--- config.mk ---
export PLATFORM = sky130hd
export DESIGN_NAME = sorted_insert_list_top
export DESIGN_NICKNAME = d
export VERILOG_FILES = /design/src/sil_pkg.sv /design/src/sil_ram.sv /design/src/sil_datapath.sv /design/src/sil_ctrl.sv /design/src/sorted_insert_list_top.sv
export SDC_FILE = /design/constraint.sdc
export NUM_CORES = 2
export LEC_CHECK = 0
export ABC_AREA = 1
export BUFFER_PORTS_ARGS = -buffer_cell sky130_fd_sc_hd__buf_2
export CORE_ASPECT_RATIO = 0.7
export CORE_MARGIN = 2
export CORE_UTILIZATION = 35
export CTS_CLUSTER_SIZE = 25
export DETAILED_ROUTE_END_ITERATION = 8
export GPL_ROUTABILITY_DRIVEN = 0
export GPL_TIMING_DRIVEN = 0
export PLACE_DENSITY_LB_ADDON = 0.08
export SYNTH_ARGS = -nofsm -noshare
export SYNTH_HDL_FRONTEND = slang
export SYNTH_HIERARCHICAL = 1
export SYNTH_SLANG_ARGS = --single-unit
--- constraint.sdc ---
create_clock -name clock -period 6.8 [get_ports clock]
set_input_delay 2.04 -clock clock [delete_from_list [all_inputs] [get_ports clock]]
set_output_delay 2.04 -clock clock [all_outputs]
set_load 0.03 [all_outputs]
--- src/sil_pkg.sv ---
`timescale 1ns / 1ps
// ----------------------------------------------------------------------------
// sil_pkg: shared types and constants of the sorted insert list
// Holds the default sizes, the request command codes, the controller state
// encoding and the command and status bundles between controller and datapath.
// ----------------------------------------------------------------------------
package sil_pkg;

   localparam int CAPACITY_DEF  = 32;
   localparam int KEY_WIDTH_DEF = 32;
   localparam int TAG_WIDTH_DEF = 16;

   // request command codes
   localparam logic CMD_INSERT = 1'b0;
   localparam logic CMD_READ   = 1'b1;

   // controller states, one-hot
   typedef enum logic [4:0] {
      ST_IDLE     = 5'b00001,
      ST_DISPATCH = 5'b00010,
      ST_INS_SCAN = 5'b00100,
      ST_INS_CMP  = 5'b01000,
      ST_FINISH   = 5'b10000
   } ctrl_state_type;

   // commands from controller to datapath
   typedef struct packed {
      logic load_req;     // capture request, load scan pointer with count
      logic rd_index;     // read list entry at the request index
      logic rd_prev;      // read list entry just below the scan pointer
      logic write_new;    // write new entry at the scan pointer, bump count
      logic write_shift;  // move the entry read last up to the scan pointer
      logic dec_ptr;      // step the scan pointer down
      logic load_rsp;     // fill the response register
   } ctrl_cmd_type;

   // status from datapath to controller
   typedef struct packed {
      logic is_read;      // captured request is a read
      logic full;         // list holds CAPACITY entries
      logic ptr_zero;     // scan pointer reached the bottom of the list
      logic key_greater;  // new key is above the key read last
      logic rsp_free;     // response register can take a result this cycle
   } ctrl_status_type;

endpackage

--- src/sil_ram.sv ---
`timescale 1ns / 1ps
// ----------------------------------------------------------------------------
// sil_ram: generic single-clock RAM
// One write port and one read port, read data registered and held while the
// read enable is low.
// ----------------------------------------------------------------------------
module sil_ram #(
   parameter int WIDTH = 8,
   parameter int DEPTH = 32
) (
   input  logic                     clock,
   input  logic                     wr_en,
   input  logic [$clog2(DEPTH)-1:0] wr_addr,
   input  logic [WIDTH-1:0]         wr_data,
   input  logic                     rd_en,
   input  logic [$clog2(DEPTH)-1:0] rd_addr,
   output logic [WIDTH-1:0]         rd_data
);

   logic [WIDTH-1:0] mem_ff [DEPTH];
   logic [WIDTH-1:0] rd_data_ff;

   // write port
   always_ff @(posedge clock) begin
      if (wr_en) begin
         mem_ff[wr_addr] <= wr_data;
      end
   end

   // registered read port
   always_ff @(posedge clock) begin
      if (rd_en) begin
         rd_data_ff <= mem_ff[rd_addr];
      end
   end

   assign rd_data = rd_data_ff;

endmodule

--- src/sil_datapath.sv ---
`timescale 1ns / 1ps
// ----------------------------------------------------------------------------
// sil_datapath: storage and data movement of the sorted insert list
// Holds the request, the entry count, the scan pointer, the entry RAM and the
// response register; carries out the commands of the controller.
// ----------------------------------------------------------------------------
module sil_datapath
   import sil_pkg::*;
#(
   parameter int CAPACITY  = CAPACITY_DEF,
   parameter int KEY_WIDTH = KEY_WIDTH_DEF,
   parameter int TAG_WIDTH = TAG_WIDTH_DEF
) (
   input  logic                 clock,
   input  logic                 reset,
   input  logic                 req_command,
   input  logic [KEY_WIDTH-1:0] req_sort_key,
   input  logic [TAG_WIDTH-1:0] req_entry_tag,
   input  logic [4:0]           req_read_index,
   output logic                 rsp_valid,
   input  logic                 rsp_stall,
   output logic                 rsp_accepted,
   output logic [5:0]           rsp_entry_count,
   output logic                 rsp_read_valid,
   output logic [KEY_WIDTH-1:0] rsp_read_key,
   output logic [TAG_WIDTH-1:0] rsp_read_tag,
   input  ctrl_cmd_type         cmd,
   output ctrl_status_type      status
);

   localparam int ADDR_W  = $clog2(CAPACITY);
   localparam int COUNT_W = $clog2(CAPACITY + 1);
   localparam int ENTRY_W = KEY_WIDTH + TAG_WIDTH;

   // captured request
   logic                 is_read_ff;
   logic [KEY_WIDTH-1:0] key_ff;
   logic [TAG_WIDTH-1:0] tag_ff;
   logic [4:0]           index_ff;

   // list control
   logic [COUNT_W-1:0] count_ff, count_in;
   logic [COUNT_W-1:0] ptr_ff, ptr_in;
   logic               stored_ff, stored_in;

   // response register
   logic                 rsp_valid_ff, rsp_valid_in;
   logic                 rsp_accepted_ff;
   logic [COUNT_W-1:0]   rsp_count_ff;
   logic                 rsp_read_valid_ff;
   logic [KEY_WIDTH-1:0] rsp_key_ff;
   logic [TAG_WIDTH-1:0] rsp_tag_ff;

   // RAM ports
   logic               ram_wr_en;
   logic [ADDR_W-1:0]  ram_wr_addr;
   logic [ENTRY_W-1:0] ram_wr_data;
   logic               ram_rd_en;
   logic [ADDR_W-1:0]  ram_rd_addr;
   logic [ENTRY_W-1:0] ram_rd_data;
   logic [KEY_WIDTH-1:0] rd_key;
   logic [TAG_WIDTH-1:0] rd_tag;

   // index and count in a common width
   logic [COUNT_W+4:0]  index_wide;
   logic [COUNT_W+4:0]  count_wide;
   logic [ADDR_W+4:0]   index_addr_wide;
   logic [COUNT_W-1:0]  ptr_prev;
   logic [COUNT_W+5:0]  count_out_wide;
   logic                read_ok;

   assign index_wide      = {{COUNT_W{1'b0}}, index_ff};
   assign count_wide      = {5'b0, count_ff};
   assign index_addr_wide = {{ADDR_W{1'b0}}, index_ff};
   assign ptr_prev        = ptr_ff - COUNT_W'(1);
   assign read_ok         = index_wide < count_wide;

   // capture request
   always_ff @(posedge clock) begin
      if (cmd.load_req) begin
         is_read_ff <= (req_command == CMD_READ);
         key_ff     <= req_sort_key;
         tag_ff     <= req_entry_tag;
         index_ff   <= req_read_index;
      end
   end

   // count, scan pointer and insert flag
   always_comb begin
      count_in  = count_ff;
      ptr_in    = ptr_ff;
      stored_in = stored_ff;
      if (cmd.load_req) begin
         ptr_in    = count_ff;
         stored_in = 1'b0;
      end
      if (cmd.dec_ptr) begin
         ptr_in = ptr_prev;
      end
      if (cmd.write_new) begin
         count_in  = count_ff + COUNT_W'(1);
         stored_in = 1'b1;
      end
   end

   always_ff @(posedge clock) begin
      if (reset) begin
         count_ff  <= '0;
         stored_ff <= 1'b0;
      end else begin
         count_ff  <= count_in;
         stored_ff <= stored_in;
      end
   end

   always_ff @(posedge clock) begin
      ptr_ff <= ptr_in;
   end

   // entry RAM: write at the scan pointer, read at the index or below pointer
   assign ram_wr_en   = cmd.write_new | cmd.write_shift;
   assign ram_wr_addr = ptr_ff[ADDR_W-1:0];
   assign ram_wr_data = cmd.write_new ? {key_ff, tag_ff} : ram_rd_data;
   assign ram_rd_en   = cmd.rd_index | cmd.rd_prev;
   assign ram_rd_addr = cmd.rd_index ? index_addr_wide[ADDR_W-1:0]
                                     : ptr_prev[ADDR_W-1:0];

   sil_ram #(
      .WIDTH (ENTRY_W),
      .DEPTH (CAPACITY)
   ) u_ram (
      .clock   (clock),
      .wr_en   (ram_wr_en),
      .wr_addr (ram_wr_addr),
      .wr_data (ram_wr_data),
      .rd_en   (ram_rd_en),
      .rd_addr (ram_rd_addr),
      .rd_data (ram_rd_data)
   );

   assign rd_key = ram_rd_data[ENTRY_W-1:TAG_WIDTH];
   assign rd_tag = ram_rd_data[TAG_WIDTH-1:0];

   // response register: fill on command, drop when taken
   always_comb begin
      rsp_valid_in = rsp_valid_ff;
      if (rsp_valid_ff && !rsp_stall) begin
         rsp_valid_in = 1'b0;
      end
      if (cmd.load_rsp) begin
         rsp_valid_in = 1'b1;
      end
   end

   always_ff @(posedge clock) begin
      if (reset) begin
         rsp_valid_ff <= 1'b0;
      end else begin
         rsp_valid_ff <= rsp_valid_in;
      end
   end

   always_ff @(posedge clock) begin
      if (cmd.load_rsp) begin
         rsp_accepted_ff   <= stored_ff;
         rsp_count_ff      <= count_ff;
         rsp_read_valid_ff <= is_read_ff & read_ok;
         rsp_key_ff        <= (is_read_ff && read_ok) ? rd_key : '0;
         rsp_tag_ff        <= (is_read_ff && read_ok) ? rd_tag : '0;
      end
   end

   assign count_out_wide  = {6'b0, rsp_count_ff};
   assign rsp_valid       = rsp_valid_ff;
   assign rsp_accepted    = rsp_accepted_ff;
   assign rsp_entry_count = count_out_wide[5:0];
   assign rsp_read_valid  = rsp_read_valid_ff;
   assign rsp_read_key    = rsp_key_ff;
   assign rsp_read_tag    = rsp_tag_ff;

   // status to controller
   assign status.is_read     = is_read_ff;
   assign status.full        = (count_ff == COUNT_W'(CAPACITY));
   assign status.ptr_zero    = (ptr_ff == '0);
   assign status.key_greater = key_ff > rd_key;
   assign status.rsp_free    = !rsp_valid_ff || !rsp_stall;

   // count stays within the list
   a_count_bound: assert property (@(posedge clock) disable iff (reset)
      count_ff <= COUNT_W'(CAPACITY))
      else $error("entry count above capacity");

   // a stored insert raises the count by one
   a_count_step: assert property (@(posedge clock) disable iff (reset)
      cmd.write_new |=> count_ff == $past(count_ff) + COUNT_W'(1))
      else $error("insert did not bump the count");

endmodule

--- src/sil_ctrl.sv ---
`timescale 1ns / 1ps
// ----------------------------------------------------------------------------
// sil_ctrl: sequencer of the sorted insert list
// Accepts one request at a time, steps an insert down from the top of the
// list one entry per pass through scan and compare, and hands the result to the response register.
// ----------------------------------------------------------------------------
module sil_ctrl
   import sil_pkg::*;
(
   input  logic            clock,
   input  logic            reset,
   input  logic            req_valid,
   output logic            req_stall,
   input  ctrl_status_type status,
   output ctrl_cmd_type    cmd
);

   ctrl_state_type state_ff, state_in;

   // next state and commands
   always_comb begin
      state_in = state_ff;
      cmd      = '0;
      unique case (state_ff)
         ST_IDLE: begin
            if (req_valid) begin
               cmd.load_req = 1'b1;
               state_in     = ST_DISPATCH;
            end
         end
         ST_DISPATCH: begin
            priority if (status.is_read) begin
               cmd.rd_index = 1'b1;
               state_in     = ST_FINISH;
            end else if (status.full) begin
               state_in = ST_FINISH;
            end else begin
               state_in = ST_INS_SCAN;
            end
         end
         ST_INS_SCAN: begin
            if (status.ptr_zero) begin
               cmd.write_new = 1'b1;
               state_in      = ST_FINISH;
            end else begin
               cmd.rd_prev = 1'b1;
               state_in    = ST_INS_CMP;
            end
         end
         ST_INS_CMP: begin
            if (status.key_greater) begin
               cmd.write_new = 1'b1;
               state_in      = ST_FINISH;
            end else begin
               cmd.write_shift = 1'b1;
               cmd.dec_ptr     = 1'b1;
               state_in        = ST_INS_SCAN;
            end
         end
         ST_FINISH: begin
            if (status.rsp_free) begin
               cmd.load_rsp = 1'b1;
               state_in     = ST_IDLE;
            end
         end
         default: begin
            state_in = ST_IDLE;
         end
      endcase
   end

   always_ff @(posedge clock) begin
      if (reset) begin
         state_ff <= ST_IDLE;
      end else begin
         state_ff <= state_in;
      end
   end

   assign req_stall = (state_ff != ST_IDLE);

   // never write a new entry and a shifted entry together
   a_write_excl: assert property (@(posedge clock) disable iff (reset)
      !(cmd.write_new && cmd.write_shift))
      else $error("new and shifted entry written together");

   // a placed entry is followed by the result
   a_new_then_finish: assert property (@(posedge clock) disable iff (reset)
      cmd.write_new |=> state_ff == ST_FINISH)
      else $error("insert did not move on to result");

   // a result goes out only from the finish state, then back to idle
   a_rsp_to_idle: assert property (@(posedge clock) disable iff (reset)
      cmd.load_rsp |-> state_ff == ST_FINISH ##1 state_ff == ST_IDLE)
      else $error("response load outside finish");

endmodule

--- src/sorted_insert_list_top.sv ---
`timescale 1ns / 1ps
// ----------------------------------------------------------------------------
// sorted_insert_list_top: bounded list of key and tag entries in ascending key
// Inserts go ahead of the first stored key that is not smaller; reads return
// the entry at an index and the current count.
// ----------------------------------------------------------------------------
//  channel | direction | handshake          | payload
//  req_    | in        | req_valid/req_stall | command, sort_key, entry_tag,
//          |           |                    | read_index
//  rsp_    | out       | rsp_valid/rsp_stall | accepted, entry_count,
//          |           |                    | read_valid, read_key, read_tag
//
//  One request at a time; req_stall is high from accept until the result is
//  in the response register. A read passes through dispatch to finish. An
//  insert steps down through scan and compare once per shifted entry, reading
//  it and writing it one place up; a rejected insert goes straight to finish.
//  Reset clears the count and the controller; the entry RAM is not cleared.
//  A stalled result is held while the next request is already accepted.
// ----------------------------------------------------------------------------
module sorted_insert_list_top
   import sil_pkg::*;
#(
   parameter int CAPACITY  = CAPACITY_DEF,
   parameter int KEY_WIDTH = KEY_WIDTH_DEF,
   parameter int TAG_WIDTH = TAG_WIDTH_DEF
) (
   input  logic                 clock,
   input  logic                 reset,
   input  logic                 req_valid,
   output logic                 req_stall,
   input  logic                 req_command,
   input  logic [KEY_WIDTH-1:0] req_sort_key,
   input  logic [TAG_WIDTH-1:0] req_entry_tag,
   input  logic [4:0]           req_read_index,
   output logic                 rsp_valid,
   input  logic                 rsp_stall,
   output logic                 rsp_accepted,
   output logic [5:0]           rsp_entry_count,
   output logic                 rsp_read_valid,
   output logic [KEY_WIDTH-1:0] rsp_read_key,
   output logic [TAG_WIDTH-1:0] rsp_read_tag
);

   ctrl_cmd_type    cmd;
   ctrl_status_type status;

   // sequencer
   sil_ctrl u_ctrl (
      .clock     (clock),
      .reset     (reset),
      .req_valid (req_valid),
      .req_stall (req_stall),
      .status    (status),
      .cmd       (cmd)
   );

   // storage and response
   sil_datapath #(
      .CAPACITY  (CAPACITY),
      .KEY_WIDTH (KEY_WIDTH),
      .TAG_WIDTH (TAG_WIDTH)
   ) u_datapath (
      .clock           (clock),
      .reset           (reset),
      .req_command     (req_command),
      .req_sort_key    (req_sort_key),
      .req_entry_tag   (req_entry_tag),
      .req_read_index  (req_read_index),
      .rsp_valid       (rsp_valid),
      .rsp_stall       (rsp_stall),
      .rsp_accepted    (rsp_accepted),
      .rsp_entry_count (rsp_entry_count),
      .rsp_read_valid  (rsp_read_valid),
      .rsp_read_key    (rsp_read_key),
      .rsp_read_tag    (rsp_read_tag),
      .cmd             (cmd),
      .status          (status)
   );

endmodule

==> results by group <==
Synth
  – Dominant synthesized flop cell: edfxtp_1
  – Syn_nets: 5,973
  – Yosys warns: 6
  – Top-area cell type share of the netlist area: 73.3%
  – Seq/Total Area, Yosys: 73.7%
  – Post-Syn Instances: 5,875
  – Most common cell in the synthesized netlist: nand2_1
  – Top post-synthesis cells by area: edfxtp_1 73%, nand2_1 12%, nand3_1 8.4%, buf_2 1.2%, ha_1 0.72%
  – Post-synthesis cell type count: 33
  – Cell area after synthesis: 69,700 um^2
  – Asr flop ratio synth: 0%
  – Yosys reg bits: 1,713
  – Commonest cells post-synth: 2,272 x nand2_1, 1,700 x edfxtp_1, 1,176 x nand3_1, 166 x buf_2, 98 x nor2_1
  – Post-synth top area cell: edfxtp_1
  – Synth Area per Inst: 11.9 um^2
  – Number of flops mapped to enable cells by yosys: 1,700

GRT
  – GR Util All Layers: 24.6%
  – Initial antenna violation count: 14
  – Vias in the first global route: 44,700
  – Largest net degree at the start of global routing: 33
  – First-pass GRT wire length: 349,000 um
  – GRT Residual Overflow: 0

Floorplanning
  – Die Y: 377 um
  – Die width: 537 um
  – Core Region: 197,000 um^2
  – Die area: 203,000 um^2
  – I/O pins: 116
  – FP Rows: 136
  – Starting density of the core: 35.3%

Timing
  – Post-layout min period: 6.84 ns
  – Unrepaired setup endpoints after global routing: no
  – Final slew viol count: 0
  – Hold WS: 0.452 ns
  – Actual slew at the worst max-slew pin: 1.46 ns
  – Fin. Hold Viols: 0
  – Fin crit share: 101%
  – Setup TNS: -0.224 ns
  – Final WS setup: -0.0428 ns
  – Clk_skew: 0.0679 ns
  – Final Setup Violations: 12
  – Achievable Freq: 146 MHz
  – Slew headroom: 2.81%

Setup path
  – Critical Path Start Type: flop
  – Element type at the critical path end: flop
  – Worst path arrival time: 7.36 ns
  – CP required: 7.32 ns
  – Max FO, Critical Path: 14
  – Crit path kind: flop to flop
  – Register-to-register setup slack: -0.04 ns

Drt
  – Detailed-route via count: 47,400
  – Via density: 5.21
  – Starting DRC count in detailed routing: 5,468
  – WL/cell: 27.7 um
  – Final WL: 252,000 um
  – Drt drc: 0
  – Antenna violation net count after detailed routing: 0
  – Pre-antenna DRT Iters: 6

Clock network
  – Post-CTS Hold Fix Bufs: 0
  – CTS tree: yes
  – Clock tree buffer depth: 4
  – Number of CTS-inserted buffers: 181
  – Worst-Skew Late Latency: 0.83 ns
  – CTS sink cnt: 1,713
  – Worst-path clk slew: 0.06 ns
  – CTS Root Cell: clkbuf_16
  – H-tree depth: 4

Power
  – Clk network pwr share: 39.3%
  – Psw: 6.65 mW
  – Pwr dens: 297 nW/um^2
  – Switching part of the total: 27.1%
  – Int Power: 17.9 mW
  – Seq pwr share: 47.3%
  – Power Total: 24.5 mW
  – Worst vdd ir: 0.193 mV
  – Lkg Pwr: 30.3 nW
  – Comb power frac: 13.3%

Outcome
  – Failing checks: negative setup slack
  – Status: finished, violations left

Hold path
  – Tightest Hold Check Type: flop to flop

Placed design
  – Number of I/O port buffers: 115
  – Pre-CTS setup slack: -0.644 ns
  – DP Wirelength: 173,000 um

Finish
  – Area growth syn-to-layout: 18.5%
  – # nets final: 6,422
  – Proportion of layout cells with a drive suffix above 1: 13.3%

Flow run
  – Max_cap viols: 0
-- area by class of cell --
type	count	area, um^2
timing repair buffer	266	3350
inverter	94	353
clock inverter	91	790
fill	18600	115000
tap	2622	3280
buffer	349	1920
sequential	1713	51300
clock buffer	224	4780
antenna	5	12.5
multi-input combinational	3719	16800
-- placed cells by master (no fill, tap or decap), drive strengths merged, types with 2 or more instances in the layout --
master / count
clkinv: 71
o21ai: 61
nor2: 114
a21oi: 20
clkinvlp: 4
bufinv: 14
nand3: 1179
o21a: 2
diode: 5
buf: 528
nand2: 2272
inv: 96
dfxtp: 13
edfxtp: 1700
nor3: 11
nand4: 7
a211oi: 2
xnor2: 2
xor2: 2
or2: 2
clkbuf: 311
nor3b: 3
ha: 40
-- sequential cells by signal, indices dropped and copies added, names as in the netlist, 6 cells and up --
name / count
u_datapath/key_ff: 32
u_datapath/tag_ff: 16
u_datapath/ptr_ff: 6
u_datapath/rsp_read_tag: 16
u_datapath/u_ram/rd_data: 48
u_datapath/u_ram/mem_ff: 1536
u_datapath/rsp_read_key: 32
u_datapath/count_ff: 6
u_datapath/rsp_entry_count: 6
-- metrics by stage --
stage          std cells  utilization (%)  instance area, um^2
2_1_floorplan       5875                -                69700
3_3_place_gp        8612             37.3                73500
3_5_place_dp        8725             38.8                76500
4_1_cts             9078             41.9                82500
5_1_grt             9078             41.9                82500
6_report            9083             41.9                82500
-- critical path: stages (launching register included) --
cell and delay, ns:
edfxtp_1 0.56, inv_1 0.22, ha_1 0.35, nand4_1 0.17, nor3_2 0.71, nand2_1 0.12
nand2_1 0.14, nand2_1 0.06, a21oi_1 0.67, nand4_1 0.23, nand2_1 0.24, buf_2 0.50
clkbuf_4 0.54, or2_2 0.23, nand3_1 0.63, nor2_4 0.66, buf_12 0.24, buf_16 0.18
-- layer usage --
layer  vias up  GRT usage, %  wire length (um)
li1      21400             -                 -
met1     23900          38.1            120000
met2      1698          36.0            107000
met3       299          3.61             18500
met4         0          6.10              6040
met5         -             0                 0
-- power groups by stage --
stage	Clock [mW]	Combinational (mW)	Sequential, mW
after detailed placement	0	3.23	11.8
after global placement	0	3.17	11.9
final	9.65	3.26	11.6
after CTS	9.84	3.24	11.6
after floorplan	0	1.73	11.8
after global routing	10.2	3.50	11.6
-- repair_timing --
item / CTS / global route
endpoints found under the setup margin: 1437 / 266
buffers inserted: 38 / 0
resized for setup: 1 / 2
pin swaps: 14 / 1
-- cell families (layout without fill, tap and decap cells) --
family,after synthesis,count (layout),synth area share (%)
AO/OA/AOI/OAI,86,86,0.643
adder cells (fa/ha/maj),40,40,0.719
other,0,5,0
AND/OR/NAND/NOR,3589,3589,21.7
XOR/XNOR,4,4,0.0503
flip-flops,1713,1713,73.7
buffers and inverters,443,1024,3.24
-- worst paths after layout --
| check | startpoint | endpoint | depth (start not counted) |
|---|---|---|---|
| max | u_datapath/u_ram/rd_data[25] | u_datapath/u_ram/mem_ff[28][8] | 17 |
| min | u_datapath/stored_ff | u_datapath/rsp_accepted | 0 |
| max reg2reg | u_datapath/u_ram/rd_data[25] | u_datapath/u_ram/mem_ff[28][8] | 17 |
| min reg2reg | u_datapath/stored_ff | u_datapath/rsp_accepted | 0 |
Power figures use the tool's default switching activity.
